===== src/hdl/sensor_reply_checker_to_loop_dac_unit_assert.svh =====
// Assertion macros for the sensor reply checker.
// Used by the top level; no other dependencies.
`ifndef SENSOR_REPLY_CHECKER_TO_LOOP_DAC_UNIT_ASSERT_SVH
`define SENSOR_REPLY_CHECKER_TO_LOOP_DAC_UNIT_ASSERT_SVH

// same-cycle implication, reset masks the check
`define SRCD_ASSERT_IMPL(lbl, clk, rst_n, ante, cons) \
    lbl: assert property (@(posedge clk) disable iff (!rst_n) (ante) |-> (cons)) \
        else $error("srcd: same-cycle check failed");

// next-cycle implication, reset masks the check
`define SRCD_ASSERT_NEXT(lbl, clk, rst_n, ante, cons) \
    lbl: assert property (@(posedge clk) disable iff (!rst_n) (ante) |=> (cons)) \
        else $error("srcd: next-cycle check failed");

`endif


===== src/hdl/srcd_pkg.sv =====
// Shared types and constants for the sensor reply checker.
// No dependencies; used by every module of the block.
`default_nettype none

package srcd_pkg;

    // frame layout
    localparam int FRAME_BYTES = 10;
    localparam int LAST_POS    = FRAME_BYTES - 1;
    localparam int CSUM_BYTES  = FRAME_BYTES - 2;
    localparam int POS_W       = 4;

    localparam logic [7:0] HDR_BYTE  = 8'h55;
    localparam logic [7:0] TAIL_BYTE = 8'hAA;

    // DAC mapping
    localparam int CONC_W = 16;
    localparam int CODE_W = 12;
    localparam logic [CODE_W-1:0] CODE_MIN  = 12'd729;
    localparam logic [CODE_W-1:0] CODE_MAX  = 12'd3649;
    localparam logic [CODE_W-1:0] CODE_SPAN = 12'd2920;
    localparam logic [CONC_W-1:0] CONC_BAD  = 16'hFFFF;

    // divider sizes: concentration times span, over the range register
    localparam int DIVIDEND_W = CONC_W + CODE_W;
    localparam int DIVISOR_W  = 32;

    // action codes
    localparam logic [1:0] ACT_BYTE    = 2'd0;
    localparam logic [1:0] ACT_TIMEOUT = 2'd1;
    localparam logic [1:0] ACT_FAULT   = 2'd2;
    localparam logic [1:0] ACT_NONE    = 2'd3;

    // response byte codes
    localparam logic [7:0] RESP_OK      = 8'h01;
    localparam logic [7:0] RESP_EXEC    = 8'h02;
    localparam logic [7:0] RESP_CMD_ERR = 8'h03;
    localparam logic [7:0] RESP_NO_ZERO = 8'h04;

    // sensor status byte codes
    localparam logic [7:0] SNS_UNCAL      = 8'h00;
    localparam logic [7:0] SNS_OK         = 8'h01;
    localparam logic [7:0] SNS_ZERO_SHIFT = 8'h02;
    localparam logic [7:0] SNS_CALIB      = 8'h03;
    localparam logic [7:0] SNS_FAULT      = 8'h04;

    // result status codes
    localparam logic [3:0] STS_OK         = 4'd0;
    localparam logic [3:0] STS_TIMEOUT    = 4'd1;
    localparam logic [3:0] STS_RX_FAULT   = 4'd2;
    localparam logic [3:0] STS_FRAMING    = 4'd3;
    localparam logic [3:0] STS_CMD        = 4'd4;
    localparam logic [3:0] STS_EXEC       = 4'd5;
    localparam logic [3:0] STS_NO_ZERO    = 4'd6;
    localparam logic [3:0] STS_BAD_RESP   = 4'd7;
    localparam logic [3:0] STS_CHECKSUM   = 4'd8;
    localparam logic [3:0] STS_UNCAL      = 4'd9;
    localparam logic [3:0] STS_ZERO_SHIFT = 4'd10;
    localparam logic [3:0] STS_CALIB      = 4'd11;
    localparam logic [3:0] STS_FAULT      = 4'd12;
    localparam logic [3:0] STS_BAD_STATUS = 4'd13;
    localparam logic [3:0] STS_BAD_VALUE  = 4'd14;
    localparam logic [3:0] STS_NOT_READY  = 4'd15;

    // configuration register indexes
    localparam logic [2:0] REG_RANGE     = 3'd0;
    localparam logic [2:0] REG_ZERO      = 3'd1;
    localparam logic [2:0] REG_COMMAND   = 3'd2;
    localparam logic [2:0] REG_RETRIES   = 3'd3;
    localparam logic [2:0] REG_LOST_LIM  = 3'd4;
    localparam logic [2:0] REG_ALARM     = 3'd5;
    localparam logic [2:0] REG_READY     = 3'd6;

    // frame capture result towards the sequencer
    typedef struct packed {
        logic              last;
        logic [3:0]        status;
        logic [CONC_W-1:0] conc;
    } t_frame_res;

    typedef enum logic [1:0] {
        S_IDLE,
        S_MAP,
        S_DIV,
        S_FINISH
    } t_state;

endpackage

`default_nettype wire


===== src/hdl/sensor_reply_checker_to_loop_dac_unit.sv =====
// Sensor reply checker: takes reply bytes or receive events, checks each
// 10-byte frame and maps a good concentration onto a loop DAC code, with
// retry and lost-update accounting and a forced alarm code. A byte that
// does not end a frame does not stall the input. An item with a result
// runs through S_FINISH on a failure, through S_MAP and S_FINISH on a
// trivial mapping, or through S_MAP, S_DIV (the 28-step serial divider)
// and S_FINISH for a concentration inside the range. Input stall is high
// while an item is at work and while a result waits for the output register.
// Depends on srcd_pkg, srcd_frame, srcd_div and the assertion macro header.
`default_nettype none

module sensor_reply_checker_to_loop_dac_unit (
    input  wire logic                          i_clk,
    input  wire logic                          i_rst_n,
    // input words
    input  wire logic                          i_in_valid,
    output logic                               o_in_stall,
    input  wire logic [1:0]                    i_action,
    input  wire logic [7:0]                    i_rx_byte,
    // result words
    output logic                               o_out_valid,
    input  wire logic                          i_out_stall,
    output logic [3:0]                         o_status,
    output logic [srcd_pkg::CONC_W-1:0]        o_concentration,
    output logic [srcd_pkg::CODE_W-1:0]        o_dac_code,
    output logic                               o_dac_update,
    output logic                               o_resend,
    output logic [7:0]                         o_lost_count,
    // configuration writes
    input  wire logic                          i_cfg_valid,
    output logic                               o_cfg_ready,
    input  wire logic [2:0]                    i_cfg_index,
    input  wire logic [31:0]                   i_cfg_data
);

    `include "sensor_reply_checker_to_loop_dac_unit_assert.svh"

    // configuration registers
    logic [31:0]                 r_range;
    logic [15:0]                 r_zero;
    logic [7:0]                  r_command;
    logic [2:0]                  r_max_retries;
    logic [7:0]                  r_lost_limit;
    logic [srcd_pkg::CODE_W-1:0] r_alarm;
    logic                        r_ready;

    // sequencer state
    srcd_pkg::t_state            r_state, n_state;
    logic                        r_nready, n_nready;
    logic [3:0]                  r_status, n_status;
    logic [srcd_pkg::CONC_W-1:0] r_conc, n_conc;
    logic [srcd_pkg::CODE_W-1:0] r_code, n_code;
    logic [2:0]                  r_retry, n_retry;
    logic [7:0]                  r_lost, n_lost;

    // output register
    logic                        r_out_valid, n_out_valid;
    logic [3:0]                  r_o_status, n_o_status;
    logic [srcd_pkg::CONC_W-1:0] r_o_conc, n_o_conc;
    logic [srcd_pkg::CODE_W-1:0] r_o_code, n_o_code;
    logic                        r_o_update, n_o_update;
    logic                        r_o_resend, n_o_resend;

    logic                        w_in_acc;
    logic                        w_take;
    logic                        w_div_start;
    logic                        w_div_done;
    logic [srcd_pkg::DIVIDEND_W-1:0] w_quotient;
    logic [srcd_pkg::DIVIDEND_W-1:0] w_product;
    logic [2:0]                  w_retry_inc;
    logic [7:0]                  w_lost_inc;
    srcd_pkg::t_frame_res        w_frame;

    assign w_in_acc = i_in_valid && r_state == srcd_pkg::S_IDLE;
    assign w_take   = w_in_acc && r_ready && i_action != srcd_pkg::ACT_NONE;

    assign w_product   = srcd_pkg::DIVIDEND_W'(r_conc) * srcd_pkg::DIVIDEND_W'(srcd_pkg::CODE_SPAN);
    assign w_retry_inc = r_retry + 3'd1;
    assign w_lost_inc  = (r_lost == 8'hFF) ? r_lost : r_lost + 8'd1;

    srcd_frame u_frame (
        .i_clk     (i_clk),
        .i_rst_n   (i_rst_n),
        .i_take    (w_take),
        .i_action  (i_action),
        .i_rx_byte (i_rx_byte),
        .i_command (r_command),
        .o_res     (w_frame)
    );

    srcd_div #(
        .DIVIDEND_W (srcd_pkg::DIVIDEND_W),
        .DIVISOR_W  (srcd_pkg::DIVISOR_W)
    ) u_div (
        .i_clk      (i_clk),
        .i_rst_n    (i_rst_n),
        .i_start    (w_div_start),
        .i_dividend (w_product),
        .i_divisor  (r_range),
        .o_done     (w_div_done),
        .o_quotient (w_quotient)
    );

    // configuration write port, always ready
    assign o_cfg_ready = 1'b1;

    always_ff @(posedge i_clk) begin
        if (!i_rst_n) begin
            r_range       <= '0;
            r_zero        <= '0;
            r_command     <= 8'd3;
            r_max_retries <= 3'd3;
            r_lost_limit  <= 8'd3;
            r_alarm       <= 12'd4095;
            r_ready       <= 1'b0;
        end else if (i_cfg_valid) begin
            unique case (i_cfg_index)
                srcd_pkg::REG_RANGE:    r_range       <= i_cfg_data;
                srcd_pkg::REG_ZERO:     r_zero        <= i_cfg_data[15:0];
                srcd_pkg::REG_COMMAND:  r_command     <= i_cfg_data[7:0];
                srcd_pkg::REG_RETRIES:  r_max_retries <= i_cfg_data[2:0];
                srcd_pkg::REG_LOST_LIM: r_lost_limit  <= i_cfg_data[7:0];
                srcd_pkg::REG_ALARM:    r_alarm       <= i_cfg_data[11:0];
                srcd_pkg::REG_READY:    r_ready       <= i_cfg_data[0];
                default: ;
            endcase
        end
    end

    // state and output registers
    always_ff @(posedge i_clk) begin
        if (!i_rst_n) begin
            r_state     <= srcd_pkg::S_IDLE;
            r_retry     <= '0;
            r_lost      <= '0;
            r_out_valid <= 1'b0;
        end else begin
            r_state     <= n_state;
            r_retry     <= n_retry;
            r_lost      <= n_lost;
            r_out_valid <= n_out_valid;
        end
    end

    always_ff @(posedge i_clk) begin
        r_nready   <= n_nready;
        r_status   <= n_status;
        r_conc     <= n_conc;
        r_code     <= n_code;
        r_o_status <= n_o_status;
        r_o_conc   <= n_o_conc;
        r_o_code   <= n_o_code;
        r_o_update <= n_o_update;
        r_o_resend <= n_o_resend;
    end

    // sequencer: next state and result assembly
    always_comb begin
        n_state     = r_state;
        n_nready    = r_nready;
        n_status    = r_status;
        n_conc      = r_conc;
        n_code      = r_code;
        n_retry     = r_retry;
        n_lost      = r_lost;
        n_out_valid = r_out_valid && i_out_stall;
        n_o_status  = r_o_status;
        n_o_conc    = r_o_conc;
        n_o_code    = r_o_code;
        n_o_update  = r_o_update;
        n_o_resend  = r_o_resend;
        w_div_start = 1'b0;

        unique case (r_state)
            srcd_pkg::S_IDLE: begin
                if (w_in_acc && i_action != srcd_pkg::ACT_NONE) begin
                    n_nready = !r_ready;
                    if (!r_ready) begin
                        n_state = srcd_pkg::S_FINISH;
                    end else if (i_action == srcd_pkg::ACT_TIMEOUT) begin
                        n_status = srcd_pkg::STS_TIMEOUT;
                        n_state  = srcd_pkg::S_FINISH;
                    end else if (i_action == srcd_pkg::ACT_FAULT) begin
                        n_status = srcd_pkg::STS_RX_FAULT;
                        n_state  = srcd_pkg::S_FINISH;
                    end else if (w_frame.last) begin
                        n_status = w_frame.status;
                        n_conc   = w_frame.conc;
                        n_state  = (w_frame.status == srcd_pkg::STS_OK) ?
                                   srcd_pkg::S_MAP : srcd_pkg::S_FINISH;
                    end
                end
            end
            srcd_pkg::S_MAP: begin
                // end points without division
                if (r_range == '0 || r_conc <= r_zero) begin
                    n_code  = srcd_pkg::CODE_MIN;
                    n_state = srcd_pkg::S_FINISH;
                end else if (32'(r_conc) >= r_range) begin
                    n_code  = srcd_pkg::CODE_MAX;
                    n_state = srcd_pkg::S_FINISH;
                end else begin
                    w_div_start = 1'b1;
                    n_state     = srcd_pkg::S_DIV;
                end
            end
            srcd_pkg::S_DIV: begin
                // quotient stays below the span, so no clamp is needed
                if (w_div_done) begin
                    n_code  = srcd_pkg::CODE_MIN + w_quotient[srcd_pkg::CODE_W-1:0];
                    n_state = srcd_pkg::S_FINISH;
                end
            end
            srcd_pkg::S_FINISH: begin
                if (!r_out_valid || !i_out_stall) begin
                    n_out_valid = 1'b1;
                    n_state     = srcd_pkg::S_IDLE;
                    n_o_conc    = '0;
                    n_o_code    = '0;
                    n_o_update  = 1'b0;
                    n_o_resend  = 1'b0;
                    if (r_nready) begin
                        n_o_status = srcd_pkg::STS_NOT_READY;
                    end else if (r_status == srcd_pkg::STS_OK) begin
                        n_o_status = srcd_pkg::STS_OK;
                        n_o_conc   = r_conc;
                        n_o_code   = r_code;
                        n_o_update = 1'b1;
                        n_retry    = '0;
                        n_lost     = '0;
                    end else begin
                        n_o_status = r_status;
                        if (w_retry_inc < r_max_retries) begin
                            n_retry    = w_retry_inc;
                            n_o_resend = 1'b1;
                        end else begin
                            n_retry = '0;
                            n_lost  = w_lost_inc;
                            if (w_lost_inc >= r_lost_limit) begin
                                n_o_code   = r_alarm;
                                n_o_update = 1'b1;
                            end
                        end
                    end
                end
            end
            default: n_state = srcd_pkg::S_IDLE;
        endcase
    end

    assign o_in_stall      = r_state != srcd_pkg::S_IDLE;
    assign o_out_valid     = r_out_valid;
    assign o_status        = r_o_status;
    assign o_concentration = r_o_conc;
    assign o_dac_code      = r_o_code;
    assign o_dac_update    = r_o_update;
    assign o_resend        = r_o_resend;
    assign o_lost_count    = r_lost;

    // checks on the block's own logic
    `SRCD_ASSERT_IMPL(a_fail_no_conc, i_clk, i_rst_n,
        o_out_valid && o_status != srcd_pkg::STS_OK, o_concentration == '0)
    `SRCD_ASSERT_IMPL(a_resend_no_update, i_clk, i_rst_n,
        o_out_valid && o_resend, !o_dac_update && o_status != srcd_pkg::STS_OK)
    `SRCD_ASSERT_IMPL(a_ok_code_span, i_clk, i_rst_n,
        o_out_valid && o_status == srcd_pkg::STS_OK,
        o_dac_update && o_dac_code >= srcd_pkg::CODE_MIN && o_dac_code <= srcd_pkg::CODE_MAX)
    `SRCD_ASSERT_NEXT(a_div_to_finish, i_clk, i_rst_n,
        r_state == srcd_pkg::S_DIV && w_div_done, r_state == srcd_pkg::S_FINISH)

endmodule

`default_nettype wire


===== src/hdl/srcd_frame.sv =====
// Frame capture and check: byte store, running sum, priority checks.
// Depends on srcd_pkg.
`default_nettype none

module srcd_frame (
    input  wire logic                  i_clk,
    input  wire logic                  i_rst_n,
    input  wire logic                  i_take,
    input  wire logic [1:0]            i_action,
    input  wire logic [7:0]            i_rx_byte,
    input  wire logic [7:0]            i_command,
    output srcd_pkg::t_frame_res       o_res
);

    localparam logic [srcd_pkg::POS_W-1:0] LAST = srcd_pkg::POS_W'(srcd_pkg::LAST_POS);
    localparam logic [srcd_pkg::POS_W-1:0] CSUM = srcd_pkg::POS_W'(srcd_pkg::CSUM_BYTES);

    logic [srcd_pkg::POS_W-1:0] r_pos;
    logic [7:0]                 r_sum;
    logic [7:0]                 r_store [srcd_pkg::LAST_POS];

    logic [srcd_pkg::POS_W-1:0] w_pos;
    logic [7:0]                 w_csum;
    logic [3:0]                 w_status;
    logic [srcd_pkg::CONC_W-1:0] w_conc;

    // out-of-range position wraps to the start of a frame
    assign w_pos  = (r_pos > LAST) ? '0 : r_pos;
    assign w_csum = 8'(~r_sum + 8'd1);
    assign w_conc = {r_store[3], r_store[4]};

    // position and running checksum
    always_ff @(posedge i_clk) begin
        if (!i_rst_n) begin
            r_pos <= '0;
            r_sum <= '0;
        end else if (i_take) begin
            if (i_action == srcd_pkg::ACT_BYTE && w_pos != LAST) begin
                r_pos <= w_pos + 1'b1;
                if (w_pos < CSUM) r_sum <= r_sum + i_rx_byte;
            end else begin
                r_pos <= '0;
                r_sum <= '0;
            end
        end
    end

    // byte store; last byte is checked straight off the input
    always_ff @(posedge i_clk) begin
        if (i_take && i_action == srcd_pkg::ACT_BYTE && w_pos != LAST) begin
            r_store[w_pos] <= i_rx_byte;
        end
    end

    // checks in priority order
    always_comb begin
        w_status = srcd_pkg::STS_OK;
        if (r_store[0] != srcd_pkg::HDR_BYTE || i_rx_byte != srcd_pkg::TAIL_BYTE) begin
            w_status = srcd_pkg::STS_FRAMING;
        end else if (r_store[1] != i_command) begin
            w_status = srcd_pkg::STS_CMD;
        end else if (r_store[2] == srcd_pkg::RESP_EXEC) begin
            w_status = srcd_pkg::STS_EXEC;
        end else if (r_store[2] == srcd_pkg::RESP_CMD_ERR) begin
            w_status = srcd_pkg::STS_CMD;
        end else if (r_store[2] == srcd_pkg::RESP_NO_ZERO) begin
            w_status = srcd_pkg::STS_NO_ZERO;
        end else if (r_store[2] != srcd_pkg::RESP_OK) begin
            w_status = srcd_pkg::STS_BAD_RESP;
        end else if (r_store[8] != w_csum) begin
            w_status = srcd_pkg::STS_CHECKSUM;
        end else if (r_store[7] == srcd_pkg::SNS_UNCAL) begin
            w_status = srcd_pkg::STS_UNCAL;
        end else if (r_store[7] == srcd_pkg::SNS_ZERO_SHIFT) begin
            w_status = srcd_pkg::STS_ZERO_SHIFT;
        end else if (r_store[7] == srcd_pkg::SNS_CALIB) begin
            w_status = srcd_pkg::STS_CALIB;
        end else if (r_store[7] == srcd_pkg::SNS_FAULT) begin
            w_status = srcd_pkg::STS_FAULT;
        end else if (r_store[7] != srcd_pkg::SNS_OK) begin
            w_status = srcd_pkg::STS_BAD_STATUS;
        end else if (w_conc == srcd_pkg::CONC_BAD) begin
            w_status = srcd_pkg::STS_BAD_VALUE;
        end
    end

    assign o_res.last   = i_take && i_action == srcd_pkg::ACT_BYTE && w_pos == LAST;
    assign o_res.status = w_status;
    assign o_res.conc   = w_conc;

endmodule

`default_nettype wire


===== src/hdl/srcd_div.sv =====
// Restoring serial divider, one quotient bit per cycle.
// Depends on srcd_pkg for default widths.
`default_nettype none

module srcd_div #(
    parameter int DIVIDEND_W = srcd_pkg::DIVIDEND_W,
    parameter int DIVISOR_W  = srcd_pkg::DIVISOR_W
) (
    input  wire logic                  i_clk,
    input  wire logic                  i_rst_n,
    input  wire logic                  i_start,
    input  wire logic [DIVIDEND_W-1:0] i_dividend,
    input  wire logic [DIVISOR_W-1:0]  i_divisor,
    output logic                       o_done,
    output logic [DIVIDEND_W-1:0]      o_quotient
);

    localparam int CNT_W = (DIVIDEND_W > 1) ? $clog2(DIVIDEND_W) : 1;
    localparam logic [CNT_W-1:0] CNT_LAST = CNT_W'(DIVIDEND_W - 1);

    logic                  r_busy;
    logic                  r_done;
    logic [CNT_W-1:0]      r_cnt;
    logic [DIVIDEND_W-1:0] r_dvd;
    logic [DIVISOR_W-1:0]  r_dvs;
    logic [DIVISOR_W-1:0]  r_rem;
    logic [DIVIDEND_W-1:0] r_quo;

    logic [DIVISOR_W:0]    w_trial;
    logic                  w_qbit;

    // one trial subtraction per step
    assign w_trial = {r_rem, r_dvd[DIVIDEND_W-1]};
    assign w_qbit  = (w_trial >= {1'b0, r_dvs});

    // control
    always_ff @(posedge i_clk) begin
        if (!i_rst_n) begin
            r_busy <= 1'b0;
            r_done <= 1'b0;
            r_cnt  <= '0;
        end else begin
            r_done <= r_busy && r_cnt == CNT_LAST;
            if (i_start) begin
                r_busy <= 1'b1;
                r_cnt  <= '0;
            end else if (r_busy) begin
                r_cnt <= r_cnt + 1'b1;
                if (r_cnt == CNT_LAST) r_busy <= 1'b0;
            end
        end
    end

    // datapath
    always_ff @(posedge i_clk) begin
        if (i_start) begin
            r_dvd <= i_dividend;
            r_dvs <= i_divisor;
            r_rem <= '0;
            r_quo <= '0;
        end else if (r_busy) begin
            r_dvd <= {r_dvd[DIVIDEND_W-2:0], 1'b0};
            r_rem <= w_qbit ? DIVISOR_W'(w_trial - {1'b0, r_dvs}) : DIVISOR_W'(w_trial);
            r_quo <= {r_quo[DIVIDEND_W-2:0], w_qbit};
        end
    end

    assign o_done     = r_done;
    assign o_quotient = r_quo;

endmodule

`default_nettype wire


===== config.mk =====
export PLATFORM = sky130hd
export DESIGN_NAME = sensor_reply_checker_to_loop_dac_unit
export DESIGN_NICKNAME = d
export VERILOG_FILES = /design/src/hdl/srcd_pkg.sv /design/src/hdl/sensor_reply_checker_to_loop_dac_unit.sv /design/src/hdl/srcd_frame.sv /design/src/hdl/srcd_div.sv
export VERILOG_INCLUDE_DIRS = /design/src /design/src/hdl
export SDC_FILE = /design/constraint.sdc
export NUM_CORES = 1
export LEC_CHECK = 0
export BUFFER_PORTS_ARGS = -buffer_cell sky130_fd_sc_hd__buf_2
export CAP_MARGIN = 20
export CORE_MARGIN = 2
export CORE_UTILIZATION = 50
export CTS_CLUSTER_DIAMETER = 200
export CTS_CLUSTER_SIZE = 28
export DETAILED_ROUTE_END_ITERATION = 10
export HOLD_SLACK_MARGIN = 0.15
export PLACE_DENSITY = 0.73
export REMOVE_ABC_BUFFERS = 1
export SKIP_CTS_REPAIR_TIMING = 1
export SLEW_MARGIN = 25
export SYNTH_ARGS = -nofsm -noshare
export SYNTH_HDL_FRONTEND = slang
export SYNTH_HIERARCHICAL = 1
export SYNTH_SLANG_ARGS = --single-unit

===== constraint.sdc =====
create_clock -name i_clk -period 8.7 [get_ports i_clk]
set_input_delay 1.74 -clock i_clk [delete_from_list [all_inputs] [get_ports i_clk]]
set_output_delay 1.74 -clock i_clk [all_outputs]
set_load 0.01 [all_outputs]

==> results.txt <==
- Met1 layer usage reported by global route: 29.50%
- The tool flagged a number of max-cap violations equal to 0.
- In the final timing run, aggregate negative setup slack is 0 ns.
* Clock buffer depth: 3
- Total power divided by cell area: about 200 mW/mm2
- Instance count of the mapped netlist: 2067
* Number of CTS-inserted buffers: 16
- Cells fill between 50% and 60% of the core in the end.
- Hold path start: u_frame/r_store[3][1]
- At the later pin of the worst-skew pair, clock insertion delay measures ~0.52 ns.
* Destination of the worst register-to-register timing path: u_div/r_dvd[26]
* Cell row count: 73
* Non-Filler Cell Area, Final: between 0.02 and 0.025 mm2
- Entering global routing, the biggest net connects 80 pins.
- The Yosys step of the flow raised 6 warnings.
- Gp weighted congestion: roughly 0.90
- The tree is rooted in a sky130_fd_sc_hd__clkbuf_16.
- CTS sink count: 340
- Worst-case clock skew: approximately 0.032 ns
- For the worst setup path, the data required time is 8.99 ns.
- 95 I/O pins were placed.
- Share of cells above drive strength 1: between 8 and 9%
- Met2 Usage GRT: a little under two fifths
- The share of total power dissipated in sequential elements is a little under half.
- Mean routed wirelength per cell: 17.44 um
- Summing all placed instances gives a cell area of between 0.02 and 0.025 mm2.
- Number of nets with antenna violations after routing: 0
- For this run, the total global-route usage over all layers was measured as roughly 22%.
* Total wire length after detailed routing: roughly 46000 um
* Max-slew violation total from the final report: 0
- Sum of overflow across all layers after global routing: 0
- Antenna violations before repair: 5
- From bottom edge to top edge, the die measures about 200 um.
- Area of the multi-input gates: 0.01047 mm2
- Leaving out fill and tap cells, the most frequent cell in the layout is sky130_fd_sc_hd__nand2_1.
- Net Sw Frac: approximately 35%
- Reg clk slew, reported paths: 0.11 ns
- Across the whole layout, storage elements account for between 0.008 and 0.009 mm2.
* Switching power: 1463 uW
- The die covers around 0.042 mm2.
- TritonCTS built the clock tree.
- The number of hold violations in the final report came to 0.
- For this block, the initial DRC count from the detailed router was between 900 and 1k.
- Arrival time of the worst setup path: between 5 and 6 ns
- The worst register-to-register path begins at r_conc[14].
* Type of the tightest min-delay check: register to register
* Met3 usage: between 2 and 3%
* Power share of the clock group: 20.8%
* Peak VDD IR: ~0.14 mV
- met2 is the most crowded layer.
- Setup violations, final: 0
* Detail Placement HPWL: between 30000 and 40000 um
* Transition time at the pin with the least slew margin: 1.015 ns
* Commonest cells after routing, fill and taps aside: sky130_fd_sc_hd__nand2_1 (284), sky130_fd_sc_hd__inv_1 (203), sky130_fd_sc_hd__edfxtp_1 (183)
- Summing over every cut layer, the via total after detailed routing is 15.01k.
* Hold path endpoint: r_conc[9]
- H-Tree Level Count: 1
* Die width: between 200 and 250 um
- Counting I/O delays and the setup requirement, the final critical path takes between 4 and 5 ns.
- Detailed-route DRC error count: 0
* Input/output buffers: 93
* Unrepaired setup endpoints after global routing: false
- Element type at the critical path end: register
- The internal power of the cells totals 2774 uW.
- Area delta synth->final: 7.094%
* Kind of start point of the critical path: register
- The initial utilization of the core area, before any placement, comes to between 50% and 60%.
- Global-route wire length before repair: 74790 um
* Vias per cell: 5.659
* Worst slew margin relative to its limit: between 30% and 40%
- For flop-to-flop paths, the worst setup slack is between 3 and 4 ns.
* Mean post-synth cell area: between 9 and 10 um2
- Outcome: completed
- The first detailed-routing pass ran for 6 iterations.
* Type of the worst setup path: register to register
- The number of cells on the worst reg-to-reg path is 16.
- Along the worst hold path, the cell count comes to 0.
* Post-layout net count: approximately 2.4k
- Overall power of the completed layout: about 4200 uW
- Standby leakage power: roughly 0.0086 uW
* Proportion of power drawn by combinational gates: 32.5%
- Number of global-route vias before repair: between 10k and 15k
- Fin crit share: 57.03%
- Mapped Area: ~0.02 mm2
* CP Launch Point: r_conc[14]
* Largest driver fanout on the critical path: 11
- Derived from the worst setup path, the maximum achievable clock frequency is 0.2015 GHz.
* Core footprint: 0.03973 mm2
- The filler cells instantiated in the layout total about 3.5k.
layout make-up:
class,instances,share of cell area (%)
multi-input combinational,1449,48.55
sequential,340,40.05
timing repair buffer,102,2.471
clock inverter,1,0.1392
inverter,204,3.550
antenna,4,0.04641
clock buffer,27,2.146
tap,525,3.045
critical path, stage by stage, from the launching register on:
cell	delay [ns]
sky130_fd_sc_hd__edfxtp_1	0.55
sky130_fd_sc_hd__ha_1	0.39
sky130_fd_sc_hd__inv_1	0.10
sky130_fd_sc_hd__fa_1	0.54
sky130_fd_sc_hd__inv_1	0.05
sky130_fd_sc_hd__fa_1	0.48
sky130_fd_sc_hd__inv_1	0.06
sky130_fd_sc_hd__fa_1	0.53
sky130_fd_sc_hd__inv_1	0.04
sky130_fd_sc_hd__ha_1	0.42
sky130_fd_sc_hd__and4_1	0.24
sky130_fd_sc_hd__o21a_1	0.12
sky130_fd_sc_hd__o31a_1	0.14
sky130_fd_sc_hd__o21ai_0	0.39
sky130_fd_sc_hd__o221ai_1	0.23
sky130_fd_sc_hd__xor2_1	0.18
sky130_fd_sc_hd__mux2_2	0.26
worst max path at each step:
stage                      end  slack (ns)  cells after the start
2_1_floorplan   u_div/r_dvd[0]        3.02                      9
3_3_place_gp   u_div/r_dvd[27]        3.87                     14
3_5_place_dp   u_div/r_dvd[26]        3.79                     16
4_1_cts        u_div/r_dvd[26]        3.72                     16
5_1_grt        u_div/r_dvd[26]        3.49                     16
6_report       u_div/r_dvd[26]        3.74                     16
registers in the layout, indices dropped and copies added (netlist names), 16 cells and up:
| signal | count |
|---|---|
| o_concentration | 16 |
| r_conc | 16 |
| r_range | 32 |
| r_zero | 16 |
| u_div/r_dvd | 28 |
| u_div/r_dvs | 32 |
| u_div/r_rem | 32 |
| u_frame/r_store | 56 |
power groups by stage:
| stage | clock [uW] | sequential [uW] | combinational (uW) |
|---|---|---|---|
| floorplan | 0 | 2000 | 1000 |
| global placement | 0 | 2010 | 1330 |
| detailed placement | 0 | 2010 | 1350 |
| CTS | 903 | 1980 | 1360 |
| global route | 950 | 1990 | 1520 |
| finish | 882 | 1980 | 1380 |
layer usage:
metal | vias up | part of all wire, %
met4 | 0 | 2.2
met5 | - | 0
met1 | 7223 | 46
met3 | 57 | 4.4
li1 | 7370 | -
met2 | 357 | 48
metrics by stage:
stage / instances / setup slack (ns) / hold WS (ns)
after floorplan: 1993 / 3.024 / 0.4260
after global placement: 2620 / 3.865 / 0.4329
after detailed placement: 2620 / 3.795 / 0.4358
after CTS: 2648 / 3.722 / 0.4555
after global routing: 2651 / 3.489 / 0.4821
final: 2652 / 3.738 / 0.4529
Note: power is estimated with default switching activity, not from simulation.
